File: config.mk
export PLATFORM = sky130hd
export DESIGN_NAME = gcol_front
export DESIGN_NICKNAME = d
export VERILOG_FILES = /design/src/hw/rtl/gcol_pkg.sv /design/src/hw/rtl/gcol_front.sv
export SDC_FILE = /design/constraint.sdc
export NUM_CORES = 1
export LEC_CHECK = 0
export BUFFER_PORTS_ARGS = -buffer_cell sky130_fd_sc_hd__buf_4
export CORE_UTILIZATION = 35
export DETAILED_ROUTE_END_ITERATION = 10
export GPL_ROUTABILITY_DRIVEN = 0
export PLACE_DENSITY = 0.81
export RECOVER_POWER = 100
export SYNTH_ARGS = -nofsm -noshare
export SYNTH_HDL_FRONTEND = slang
export SYNTH_SLANG_ARGS = --single-unit
File: constraint.sdc
create_clock -name vclk -period 2.1
set_input_delay 0.42 -clock vclk [all_inputs]
set_output_delay 0.42 -clock vclk [all_outputs]
set_load 0.01 [all_outputs]
File: src/hw/rtl/gcol_pkg.sv
`default_nettype none
// ----------------------------------------------------------------------------
// gcol_pkg: shared types and constants
// Sizes, operation and status codes, queue item and back-end states for the
// greedy graph coloring engine.
// ----------------------------------------------------------------------------
package gcol_pkg;

    localparam int MAX_VERTICES = 1024;
    localparam int VIDX_W       = 10;
    localparam int CNT_W        = 11;
    localparam int MAX_EDGES    = 8192;
    localparam int EIDX_W       = 13;
    localparam int ECNT_W       = 14;
    localparam int WORD_BITS    = 32;
    localparam int BIT_W        = 5;
    localparam int FORB_WORDS   = MAX_VERTICES / WORD_BITS + 2;
    localparam int FW_W         = 6;
    localparam int COLOR_W      = 11;
    localparam int COLOR_LIMIT  = FORB_WORDS * WORD_BITS - 1;
    localparam int DEGREE_MAX   = 2047;
    localparam int QUEUE_DEPTH  = 2;

    typedef enum logic [1:0] {
        OP_ADD   = 2'd0,
        OP_RUN   = 2'd1,
        OP_READ  = 2'd2,
        OP_CLEAR = 2'd3
    } op_t;

    typedef enum logic [1:0] {
        ST_OK    = 2'd0,
        ST_FULL  = 2'd1,
        ST_ORDER = 2'd2,
        ST_RANGE = 2'd3
    } status_t;

    typedef struct packed {
        op_t               op;
        logic [VIDX_W-1:0] vertex;
        logic [VIDX_W-1:0] neighbor;
        logic              in_range;
    } item_t;

    typedef enum logic [4:0] {
        BS_SWEEP,
        BS_IDLE,
        BS_ADD_FILL,
        BS_ADD_STORE,
        BS_READ_REQ,
        BS_READ_DATA,
        BS_RESULT,
        BS_PASS_START,
        BS_A_CHECK,
        BS_A_CONF,
        BS_BND1,
        BS_BND2,
        BS_A_NB,
        BS_A_NB1,
        BS_A_NB2,
        BS_A_NB3,
        BS_A_SCAN,
        BS_A_SCAN1,
        BS_A_WRITE,
        BS_D_CHECK,
        BS_D_OWN,
        BS_D_NB,
        BS_D_NB1,
        BS_D_NB2,
        BS_PASS_END,
        BS_M_CHECK,
        BS_M_DATA
    } bstate_t;

endpackage
`default_nettype wire

File: src/hw/rtl/gcol_front.sv
`default_nettype none
// ----------------------------------------------------------------------------
// gcol_front: input handshake and classification
// Takes items when the queue has room and no clear runs, and range-tags each.
// ----------------------------------------------------------------------------
module gcol_front (
    input  wire logic                        in_valid,
    output logic                             in_stall,
    input  wire logic [1:0]                  operation,
    input  wire logic [gcol_pkg::VIDX_W-1:0] vertex,
    input  wire logic [gcol_pkg::VIDX_W-1:0] neighbor,
    input  wire logic [gcol_pkg::CNT_W-1:0]  vertex_count,
    input  wire logic                        q_full,
    input  wire logic                        init_busy,
    output logic                             push,
    output gcol_pkg::item_t                  push_item
);

    logic [gcol_pkg::CNT_W-1:0] n_eff;
    logic                       v_ok;
    logic                       nb_ok;

    always_comb
    begin
        n_eff = (vertex_count > gcol_pkg::CNT_W'(gcol_pkg::MAX_VERTICES))
              ? gcol_pkg::CNT_W'(gcol_pkg::MAX_VERTICES) : vertex_count;
        v_ok  = {1'b0, vertex} < n_eff;
        nb_ok = {1'b0, neighbor} < n_eff;
        push_item.op       = gcol_pkg::op_t'(operation);
        push_item.vertex   = vertex;
        push_item.neighbor = neighbor;
        push_item.in_range = (gcol_pkg::op_t'(operation) == gcol_pkg::OP_ADD)
                           ? (v_ok && nb_ok) : v_ok;
        in_stall = q_full || init_busy;
        push     = in_valid && !in_stall;
    end

endmodule
`default_nettype wire

==> results.py <==
metrics = {
    "sta": {
        "finalHoldWorstSlack_ns": 1.062,
        "setup_repair_after_global_routing_missed_its_margin": "true",
        "slew_violations": 0,
        "final.min_clock_period_ns": 2.284,
        "max_freq_ghz": 0.4377,
        "relSlewSlack_pct": 84.72,
        "total_negative_setup_slacks_ns": -0.1845,
        "final.setup.worst_slack_ns": -0.1845,
        "worst-slew-pin-transition_ns": 0.2275,
        "post-route-period-util_pct": 108.8,
        "hold_viol": 0,
        "setup-violations-final": 1,
    },
    "floorplan": {
        "row_count": 15,
        "floorplan.initialDensity_pct": 37.22,
        "fp.coreArea_mm2": 0.001708,
        "ioPinCount": 61,
        "die_width_um": 44.62,
        "floorplan.die_area_mm2": 0.001991,
        "floorplan.die.height_um": 44.62,
    },
    "logic_synthesis": {
        "synth-seq-area-share_pct": 0,
        "total_nets_after_synthesis": 138,
        "synth.distinct_cells": 19,
        "yosysWarnings": 0,
        "synth_top_cells_by_count": "22 x sky130_fd_sc_hd__buf_4, 18 x sky130_fd_sc_hd__ha_1, 9 x sky130_fd_sc_hd__nand2b_1",
        "yosys.cell_count.top_type": "sky130_fd_sc_hd__buf_4",
        "synth.avg_cell_area_um2": 7.567,
        "synth_area_um2": 635.6,
        "netlist_instances": 84,
        "synth_top_area_share_pct": 35.43,
        "synth_area_leaders": "sky130_fd_sc_hd__ha_1 35%, sky130_fd_sc_hd__buf_4 26%, sky130_fd_sc_hd__nand2b_1 8.9%",
        "yosys.area.top_type": "sky130_fd_sc_hd__ha_1",
    },
    "setup_path": {
        "worstPathCellList": "buf_12 > nand2b_4 > ha_4 > a211oi_2 > or4_1 > a31oi_1 > a211oi_2 > buf_4",
        "crit_path_max_fanout": 7,
        "setup_crit_path_kind": "in -> out",
        "setup.worst_path.end_class": "output pin",
        "crit_family": "simple AND/OR/NAND/NOR gates",
        "start_kind": "input port",
        "timing.critical_path.required_ns": 1.68,
        "max_stage_delay_ns": 0.47,
        "slowest_cp_cell": "sky130_fd_sc_hd__or4_1",
        "worst-endpoint-arrival_ns": 1.86,
        "critPathBufInv": 2,
        "timing.critical_path.mode_cell": "sky130_fd_sc_hd__a211oi_2",
    },
    "cells_and_area": {
        "antenna_cells": 0,
        "nFillCells": 179,
        "n_clock_buffer": 0,
        "final_layout_size_suffix_gt1_share_pct": 42.97,
        "nFlopsAndLatches": 0,
        "design.final.nets": 184,
        "layout.area.seq_um2": 0,
        "syn_to_final_growth_pct": 64.17,
    },
    "detailed_routing": {
        "firstDrtPassIters": 4,
        "route.detailed.wl_per_inst_um": 11.88,
        "remaining_drc_errors": 0,
        "route.final.wire_length_mm": 1.817,
        "num_vias": 737,
        "number_of_nets_still_failing_antenna_checks_after_routing": 0,
        "detail_route.iter0.violations": 10,
        "route.detailed.vias_per_inst": 4.817,
    },
    "grt": {
        "globalRouteMet2Util_pct": 35.29,
        "groute.usage.overall_pct": 16.58,
        "grt-busiest-layer": "met2",
        "grt_pass1_wl_mm": 2.580,
        "antenna_found_initial": 0,
        "global_route.overflow_total": 0,
        "number_of_global_route_vias_before_repair": 634,
        "global_route.usage.met1_pct": 19.04,
        "global_route.usage.met3_pct": 0,
        "grt_start_max_net_pins": 8,
    },
    "worst_hold_path": {
        "holdCritPathClass": "in -> out",
    },
    "power": {
        "power.density_mw_per_mm2": 209.9,
        "p_leak_nw": 0.4887,
        "worst_ir_drop_vdd_uv": 101.9,
    },
    "place": {
        "placement.io_buffers": 61,
        "post-dp-hpwl_mm": 1.497,
    },
    "status": {
        "failing_checks": "setup timing",
        "run_status": "finished with violations",
    },
    "run": {
        "maximum_capacitance_violations": 0,
    },
    "clock_network": {
        "cts_hold_buf": 0,
    },
}
==> through the flow <==
stage / std cells / setup slack (ns) / area (um2) / utilization, % / power (mW)
2_1_floorplan: 84 / -0.03623 / 670.6 / - / 0.1177
5_1_grt: 153 / -0.2316 / 1044 / 61.10 / 0.2414
3_3_place_gp: 150 / -0.2159 / 1003 / 58.75 / 0.1990
6_report: 153 / -0.1845 / 1044 / 61.10 / 0.2191
4_1_cts: 152 / -0.1994 / 1099 / 64.32 / 0.2296
3_5_place_dp: 150 / -0.3014 / 1003 / 58.75 / 0.2059
==> final timing paths <==
| kind | depth (start not counted) | to | slack [ns] | startpoint |
|---|---|---|---|---|
| setup / recovery | 8 | push_item[0] | -0.18 | vertex_count[10] |
| hold / removal | 2 | push_item[12] | 1.06 | vertex[1] |
==> report_power, final <==
group / switching [mW] / internal, mW
logic: 0.0953 / 0.124
clock network: 0 / 0
registers: 0 / 0
==> metal layers <==
layer	wire length (um)	vias up
met5	0	-
met4	0	0
met1	678	333
li1	-	370
met3	110	0
met2	1028	34
==> layout make-up <==
type               instances  area [um2]  area share, %
repair buffers            67       450.4          43.17
multi-input cells         60       558.0          53.48
inverters                  1       3.754         0.3597
well taps                 25       31.28          2.998
==> repair_timing <==
| item | 4_1_cts | 5_1_grt |
|---|---|---|
| resized for setup | 10 | 4 |
| setup buffers | 1 | 1 |
| cloned | 1 | 0 |
| endpoints found under the setup margin | 1 | 1 |
| pin swaps | 7 | 6 |
==> placed cells by master (no fill, tap or decap), types with 2 or more instances in the layout <==
cell type / synthesis / layout
sky130_fd_sc_hd__a211oi_2: 0 / 3
sky130_fd_sc_hd__nand2_1: 2 / 2
sky130_fd_sc_hd__nand2b_4: 0 / 4
sky130_fd_sc_hd__nand2b_1: 9 / 5
sky130_fd_sc_hd__clkbuf_1: 1 / 24
sky130_fd_sc_hd__o21ai_0: 4 / 2
sky130_fd_sc_hd__ha_1: 18 / 14
sky130_fd_sc_hd__nor2_1: 6 / 6
sky130_fd_sc_hd__o21ai_1: 0 / 2
sky130_fd_sc_hd__a21oi_1: 7 / 7
sky130_fd_sc_hd__nand3_1: 2 / 2
sky130_fd_sc_hd__ha_4: 0 / 4
sky130_fd_sc_hd__nand4b_1: 2 / 2
sky130_fd_sc_hd__buf_4: 22 / 41
==> logic make-up (layout without fill, tap and decap cells) <==
kind of cell    after synthesis  count (layout)  share of synthesized area [%]
buf+inv                      24              68                          27.16
fa+ha+maj                    18              18                          35.43
compound gates               15              15                          13.19
simple gates                 27              27                          24.21
Power figures use the tool's default switching activity.
