<file path="config.mk">
export PLATFORM = sky130hd
export DESIGN_NAME = gcol_queue
export DESIGN_NICKNAME = d
export VERILOG_FILES = /design/src/hw/rtl/gcol_pkg.sv /design/src/hw/rtl/gcol_queue.sv
export SDC_FILE = /design/constraint.sdc
export NUM_CORES = 1
export LEC_CHECK = 0
export BUFFER_PORTS_ARGS = -buffer_cell sky130_fd_sc_hd__buf_2
export CORE_UTILIZATION = 46
export CTS_CLUSTER_DIAMETER = 100
export DETAILED_ROUTE_END_ITERATION = 6
export GPL_ROUTABILITY_DRIVEN = 0
export PLACE_DENSITY_LB_ADDON = 0.08
export SLEW_MARGIN = 20
export SYNTH_ARGS = -nofsm -noshare
export SYNTH_HDL_FRONTEND = slang
export SYNTH_SLANG_ARGS = --single-unit
</file>
<file path="constraint.sdc">
create_clock -name clk -period 1.95 [get_ports clk]
set_input_delay 0.39 -clock clk [delete_from_list [all_inputs] [get_ports clk]]
set_output_delay 0.39 -clock clk [all_outputs]
set_load 0.01 [all_outputs]
</file>
<file path="src/hw/rtl/gcol_pkg.sv">
`default_nettype none
// ----------------------------------------------------------------------------
// gcol_pkg: shared types and constants
// Sizes, operation and status codes, queue item and back-end states for the
// greedy graph coloring engine.
// ----------------------------------------------------------------------------
package gcol_pkg;

    localparam int MAX_VERTICES = 1024;
    localparam int VIDX_W       = 10;
    localparam int CNT_W        = 11;
    localparam int MAX_EDGES    = 8192;
    localparam int EIDX_W       = 13;
    localparam int ECNT_W       = 14;
    localparam int WORD_BITS    = 32;
    localparam int BIT_W        = 5;
    localparam int FORB_WORDS   = MAX_VERTICES / WORD_BITS + 2;
    localparam int FW_W         = 6;
    localparam int COLOR_W      = 11;
    localparam int COLOR_LIMIT  = FORB_WORDS * WORD_BITS - 1;
    localparam int DEGREE_MAX   = 2047;
    localparam int QUEUE_DEPTH  = 2;

    typedef enum logic [1:0] {
        OP_ADD   = 2'd0,
        OP_RUN   = 2'd1,
        OP_READ  = 2'd2,
        OP_CLEAR = 2'd3
    } op_t;

    typedef enum logic [1:0] {
        ST_OK    = 2'd0,
        ST_FULL  = 2'd1,
        ST_ORDER = 2'd2,
        ST_RANGE = 2'd3
    } status_t;

    typedef struct packed {
        op_t               op;
        logic [VIDX_W-1:0] vertex;
        logic [VIDX_W-1:0] neighbor;
        logic              in_range;
    } item_t;

    typedef enum logic [4:0] {
        BS_SWEEP,
        BS_IDLE,
        BS_ADD_FILL,
        BS_ADD_STORE,
        BS_READ_REQ,
        BS_READ_DATA,
        BS_RESULT,
        BS_PASS_START,
        BS_A_CHECK,
        BS_A_CONF,
        BS_BND1,
        BS_BND2,
        BS_A_NB,
        BS_A_NB1,
        BS_A_NB2,
        BS_A_NB3,
        BS_A_SCAN,
        BS_A_SCAN1,
        BS_A_WRITE,
        BS_D_CHECK,
        BS_D_OWN,
        BS_D_NB,
        BS_D_NB1,
        BS_D_NB2,
        BS_PASS_END,
        BS_M_CHECK,
        BS_M_DATA
    } bstate_t;

endpackage
`default_nettype wire

</file>
<file path="src/hw/rtl/gcol_queue.sv">
`default_nettype none
// ----------------------------------------------------------------------------
// gcol_queue: short item queue
// Two-entry queue between the front and back ends.
// ----------------------------------------------------------------------------
module gcol_queue (
    input  wire logic            clk,
    input  wire logic            rst_n,
    input  wire logic            push,
    input  wire gcol_pkg::item_t push_item,
    input  wire logic            pop,
    output gcol_pkg::item_t      head,
    output logic                 full,
    output logic                 empty
);

    gcol_pkg::item_t entry_reg [gcol_pkg::QUEUE_DEPTH];
    logic            wr_ptr_reg;
    logic            wr_ptr_next;
    logic            rd_ptr_reg;
    logic            rd_ptr_next;
    logic [1:0]      count_reg;
    logic [1:0]      count_next;

    always_comb
    begin
        full        = count_reg == 2'(gcol_pkg::QUEUE_DEPTH);
        empty       = count_reg == 2'd0;
        head        = entry_reg[rd_ptr_reg];
        wr_ptr_next = push ? ~wr_ptr_reg : wr_ptr_reg;
        rd_ptr_next = pop ? ~rd_ptr_reg : rd_ptr_reg;
        count_next  = count_reg + 2'(push) - 2'(pop);
    end

    always_ff @(posedge clk or negedge rst_n)
    begin
        if (!rst_n)
        begin
            wr_ptr_reg <= 1'b0;
            rd_ptr_reg <= 1'b0;
            count_reg  <= 2'd0;
        end
        else
        begin
            wr_ptr_reg <= wr_ptr_next;
            rd_ptr_reg <= rd_ptr_next;
            count_reg  <= count_next;
        end
    end

    always_ff @(posedge clk)
    begin
        if (push)
        begin
            entry_reg[wr_ptr_reg] <= push_item;
        end
    end

endmodule
`default_nettype wire

</file>
==> results of run 1 <==
==> power by group through the flow <==
stage | sequential [mW] | combinational (mW) | clock [mW]
after CTS | 1.51 | 1.13 | 0.580
final | 1.51 | 1.11 | 0.558
after global placement | 1.52 | 1.11 | 0
after floorplan | 1.51 | 0.866 | 0
after global routing | 1.53 | 1.21 | 0.620
after detailed placement | 1.54 | 1.12 | 0
==> synthesized netlist by cell type (all sizes together) <==
cell and count:
dfrtp 4, xor3 1, mux2 23, nor2 1, xor2 2, nor2b 2
buf 3, edfxtp 46, ha 2, inv 2, and2 1
==> cells by family after synthesis <==
| kind of cell | Yosys count | share of synthesized area |
|---|---|---|
| xor+xnor | 3 | 0.02107 |
| fa+ha+maj | 2 | 0.01277 |
| buf+inv | 5 | 0.03001 |
| flops | 50 | 0.7561 |
| mux | 23 | 0.1686 |
| simple gates | 4 | 0.01149 |
==> worst max-delay path by stage <==
stage | endpoint | cells past startpoint
after floorplan | entry_reg[0][0]$_DFFE_PP_ | 1
after CTS | head[0] | 3
after detailed placement | head[0] | 3
after global routing | head[0] | 3
final | head[17] | 3
after global placement | head[1] | 3
==> cell usage in the layout (no fill, tap or decap) <==
| master | synthesis | layout |
|---|---|---|
| nor2b_2 | 0 | 1 |
| buf_2 | 0 | 51 |
| clkinv_2 | 0 | 1 |
| clkinvlp_4 | 0 | 1 |
| xor2_1 | 2 | 2 |
| clkinv_1 | 0 | 1 |
| mux2_2 | 4 | 4 |
| inv_1 | 2 | 2 |
| dlygate4sd3_1 | 0 | 1 |
| mux2_4 | 19 | 19 |
| xor3_1 | 1 | 1 |
| ha_1 | 2 | 2 |
| nor2_1 | 1 | 1 |
| edfxtp_1 | 46 | 46 |
| nor2b_1 | 2 | 1 |
| dfrtp_1 | 4 | 4 |
| and2_1 | 1 | 1 |
| buf_4 | 0 | 4 |
| clkbuf_8 | 0 | 5 |
==> worst max-delay path, delay by kind of cell (launching register included) <==
kind | cells | cell delay [ns]
buffers and inverters | 2 | 0.40
flip-flops | 1 | 0.35
multiplexers | 1 | 0.34
==> repair_timing <==
action / in CTS / in global routing
hold buffers: 1 / 0
setup endpoints to repair: 0 / 0
endpoints found under the hold margin: 4 / 0
==> metal layers <==
metal  GRT usage  part of all wire
met1      0.1691              0.40
met5           0                 0
met3     0.06588             0.074
met2      0.2363              0.51
met4     0.06383             0.016
==> final cells by class <==
class / instances / area share
flip-flops and latches: 50 / 0.6295
multi-input cells: 32 / 0.1792
repair buffers: 56 / 0.1255
clock buffers: 5 / 0.02924
well taps: 50 / 0.02658
clock inverters: 3 / 0.006911
inverters: 2 / 0.003190
==> stage by stage <==
stage	total power, mW	instances	area (µm²)	utilization	setup WS [ns]
2_1_floorplan	2.379	87	1959	-	0.09135
3_3_place_gp	2.628	189	2258	0.5566	0.5147
3_5_place_dp	2.661	189	2258	0.5566	0.4888
4_1_cts	3.221	198	2354	0.5800	0.1578
5_1_grt	3.367	198	2354	0.5800	0.1146
6_report	3.172	198	2354	0.5800	0.1797
==> results.py, run 1 <==
metrics = {
    "pwr": {
        "clkPwrFrac": 0.176,
        "p_leak_nw": 0.9779,
        "ir_drop_mv": 0.6523,
        "switchingPower_mw": 0.9035,
        "p_sw_frac": 0.2849,
        "internal-power_mw": 2.268,
        "combPwrFrac": 0.349,
        "p_seq_frac": 0.475,
        "power_density_mw_per_mm2": 1348,
    },
    "layout": {
        "area_growth_syn_to_layout_pct": 20.12,
        "fillers": 302,
        "nets": 176,
        "multi_input_area_um2": 421.7,
        "largest_reg_flops": 46,
        "ff_latch_area_mm2": 0.001481,
        "antenna_cells": 0,
        "drive_gt1_frac": 0.5811,
    },
    "setup_path": {
        "worst_setup_path_end_kind": "output pin",
        "critical_path_arrival_ns": 1.38,
        "max_stage_delay_ns": 0.35,
        "crit_type": "flop to output pin",
        "r2r_slack_ns": 0.72,
        "critPathRequiredTime_ns": 1.56,
        "slowest_stage": "dfrtp_1",
        "critPathMaxFanout": 12,
        "r2r_end": "count_reg[1]$_DFF_PN0_",
        "start_kind": "flop",
        "critPathLaunch": "rd_ptr_reg$_DFFE_PN0P_",
        "path_cells": "buf_4 > mux2_4 > buf_2",
        "r2r_cells": 5,
        "worstReg2RegStart": "count_reg[0]$_DFF_PN0_",
    },
    "sta": {
        "tns_ns": 0,
        "tightest_slew_ns": 0.3090,
        "drv_slew": 0,
        "hold_ws_ns": 0.2757,
        "report.final.hold_viol_count": 0,
        "fmax_mhz": 564.9,
        "slew_headroom": 0.7940,
        "min_period_ns": 1.770,
        "period_share": 0.9078,
        "finalSetupViolCount": 0,
        "clock_skew_ns": 0.006508,
        "grt_setup_unrepaired": "false",
    },
    "hold_path": {
        "worst_hold_startpoint": "push_item[19]",
        "hold_path_end": "entry_reg[1][19]$_DFFE_PP_",
        "hold_depth": 1,
        "hold_path.class": "input pin to flop",
    },
    "cts": {
        "path_clk_slew_ns": 0.09,
        "clock_latency_ns": 0.30,
        "cts_sinks": 50,
        "cts_setup_buffers": 0,
        "cts_resized": 0,
        "cts_buffers": 5,
        "root_buffer": "clkbuf_8",
        "cts_tree": "yes",
        "cts_buffer_depth": 2,
        "htreeDepth": 2,
    },
    "placed_design": {
        "io_buffers": 51,
        "dp_hpwl_um": 1997,
    },
    "synth": {
        "yosysSeqAreaShare": 0.7561,
        "synth_top_area_share": 0.7050,
        "synth.largest_area_cell": "edfxtp_1",
        "syn_avg_cell_area_um2": 22.52,
        "ys_ff_latch": 50,
        "synth_nets": 116,
        "synth_cell_types": 13,
        "ys_top_cells_by_area": "edfxtp_1, mux2_4, dfrtp_1",
        "syn_inst": 87,
        "synth_area_mm2": 0.001959,
        "yosys_warnings": 0,
    },
    "run_status": {
        "status": "complete, no violations",
    },
    "detailed_routing": {
        "drt-wirelength-per-cell_um": 14.16,
        "ant_nets": 0,
        "wirelength_um": 2803,
        "num_vias": 940,
        "drt_iter0_drc": 38,
        "viasPerCell": 4.747,
        "first_pass_iters": 6,
        "drc": 0,
    },
    "floorplanning": {
        "pin_count": 52,
        "initial_utilization": 0.4829,
        "fp.dieH_um": 67.27,
        "coreArea_mm2": 0.004058,
        "fp-row-count": 23,
        "die_area_mm2": 0.004525,
        "die_x_um": 67.27,
    },
    "global_routing": {
        "grt_pass1_vias": 953,
        "antenna_found_initial": 0,
        "grt_util_all_layers": 0.1469,
        "overflow": 0,
        "grt_pass1_wl_um": 4540,
        "grt_max_degree": 24,
    },
    "run": {
        "drv_cap": 0,
    },
}
(Power assumes the default switching activity.)
==> run 2, diff against run 1 <==
Settings changed: PLACE_DENSITY set to 0.74, PLACE_DENSITY_LB_ADDON 0.08 to not set.
==> run 2 against run 1 <==
Net effect:
- power up 4.7%
- routed wire length up 2.4%
- critical path depth unchanged
- non-clock buffer count down 1
- cell area up 1.1%
- count of clock-buffer cells in the layout up 2
- sequential cell count unchanged
- sequential power about the same
- via count up 0.21%
- clock power up 21%
- global-route usage down 0.51 points
- worst setup slack worse by 0.12 ns
==> results.py, run 2 (synthesis results as in run 1) <==
metrics = {
    "floorplanning": {
        "die_area_mm2": 0.004525,
        "fp-row-count": 23,
        "initial_utilization": 0.4829,
        "fp.dieH_um": 67.27,
        "die_x_um": 67.27,
        "pin_count": 52,
        "coreArea_mm2": 0.004058,
    },
    "cts": {
        "postCtsHoldBufs": 1,
        "path_clk_slew_ns": 0.08,
        "clock_latency_ns": 0.29,
        "cts_resized": 0,
        "cts_tree": "yes",
        "cts_setup_buffers": 0,
        "cts_buffers": 5,
        "cts_buffer_depth": 2,
        "htreeDepth": 2,
        "root_buffer": "clkbuf_8",
        "cts_sinks": 50,
    },
    "setup_path": {
        "r2r_slack_ns": 0.68,
        "critical_path_arrival_ns": 1.50,
        "cp_num_buf_inv": 2,
        "worst_setup_path_end_kind": "output pin",
        "worstReg2RegStart": "count_reg[0]$_DFF_PN0_",
        "critPathLaunch": "rd_ptr_reg$_DFFE_PN0P_",
        "slowest_stage": "dfrtp_1",
        "r2r_end": "count_reg[1]$_DFF_PN0_",
        "crit_type": "flop to output pin",
        "r2r_cells": 5,
        "critPathRequiredTime_ns": 1.56,
        "path_delay_family": "flip-flops",
        "start_kind": "flop",
        "max_stage_delay_ns": 0.49,
        "critPathMaxFanout": 20,
        "path_cells": "buf_12 > mux2_4 > buf_2",
    },
    "sta": {
        "period_share": 0.9682,
        "slew_headroom": 0.7899,
        "finalSetupViolCount": 0,
        "fmax_mhz": 529.6,
        "hold_ws_ns": 0.2817,
        "min_period_ns": 1.888,
        "tightest_slew_ns": 0.3152,
        "grt_setup_unrepaired": "false",
        "tns_ns": 0,
        "clock_skew_ns": 0.006134,
        "report.final.hold_viol_count": 0,
        "drv_slew": 0,
    },
    "detailed_routing": {
        "ant_nets": 0,
        "first_pass_iters": 3,
        "drt_iter0_drc": 33,
        "num_vias": 942,
        "drt-wirelength-per-cell_um": 14.56,
        "viasPerCell": 4.782,
        "wirelength_um": 2869,
        "drc": 0,
    },
    "hold_path": {
        "hold_path.class": "input pin to flop",
        "worst_hold_startpoint": "push_item[0]",
        "hold_depth": 1,
        "hold_path_end": "entry_reg[1][0]$_DFFE_PP_",
    },
    "pwr": {
        "finalPower_mw": 3.322,
        "ir_drop_mv": 0.8336,
        "power_density_mw_per_mm2": 1396,
        "p_leak_nw": 0.9886,
    },
    "global_routing": {
        "grt_util_all_layers": 0.1419,
        "grt_max_degree": 24,
        "antenna_found_initial": 0,
        "overflow": 0,
        "grt_pass1_vias": 937,
        "grt_pass1_wl_um": 4353,
    },
    "layout": {
        "fillers": 308,
        "drive_gt1_frac": 0.5714,
        "antenna_cells": 0,
        "mostFrequentLayoutCell": "buf_2",
        "mostFrequentLayoutCells": "buf_2, edfxtp_1, mux2_4, clkbuf_8",
        "largest_reg_flops": 46,
        "ff_latch_area_mm2": 0.001481,
        "multi_input_area_um2": 421.7,
        "area_growth_syn_to_layout_pct": 21.46,
        "nets": 175,
    },
    "run": {
        "drv_cap": 0,
    },
    "run_status": {
        "status": "complete, no violations",
    },
    "placed_design": {
        "dp_hpwl_um": 2060,
        "io_buffers": 51,
    },
}
## run 2: cell types whose count changed in the layout (fill, tap and decap cells not counted), sizes merged
cell	before	now
bufinv	0	1
clkinv	2	0
clkinvlp	1	0
buf	55	54
clkbuf	5	7
## run 2: cell type report
type                       count  share of cell area
sequential                    50              0.6225
multi-input combinational     32              0.1772
timing repair buffer          55              0.1262
clock buffer                   7             0.03207
tap                           50             0.02629
clock inverter                 1             0.01262
inverter                       2            0.003155
## run 2: power breakdown
group | leakage (nW) | internal (mW) | total [mW] | switching [mW]
clock | 0.0524 | 0.383 | 0.676 | 0.292
sequential | 0.478 | 1.43 | 1.53 | 0.0969
combinational | 0.458 | 0.606 | 1.12 | 0.511
total | 0.989 | 2.42 | 3.32 | 0.901
## run 2: how the worst max path moves through the flow
stage                                endpoint  slack, ns  depth (start not counted)
floorplan           entry_reg[0][0]$_DFFE_PP_       0.09                          1
CTS                                  head[17]       0.04                          3
global route                         head[17]     0.0008                          3
detailed placement                   head[17]       0.38                          3
global placement                     head[12]       0.42                          3
finish                               head[17]       0.06                          3
## run 2: per-layer routing
layer / part of all wire / up-vias / GRT usage
met4: 0.015 / 0 / 0.06383
met5: 0 / - / 0
met1: 0.41 / 447 / 0.1648
met2: 0.48 / 42 / 0.2325
li1: - / 448 / -
met3: 0.091 / 5 / 0.05405
## run 2: per-stage QoR
| stage | cells | setup slack (ns) | area [µm²] | util |
|---|---|---|---|---|
| 2_1_floorplan | 87 | 0.09135 | 1959 | - |
| 3_3_place_gp | 188 | 0.4212 | 2263 | 0.5578 |
| 3_5_place_dp | 188 | 0.3792 | 2263 | 0.5578 |
| 4_1_cts | 197 | 0.03960 | 2380 | 0.5865 |
| 5_1_grt | 197 | 0.0008086 | 2380 | 0.5865 |
| 6_report | 197 | 0.06194 | 2380 | 0.5865 |
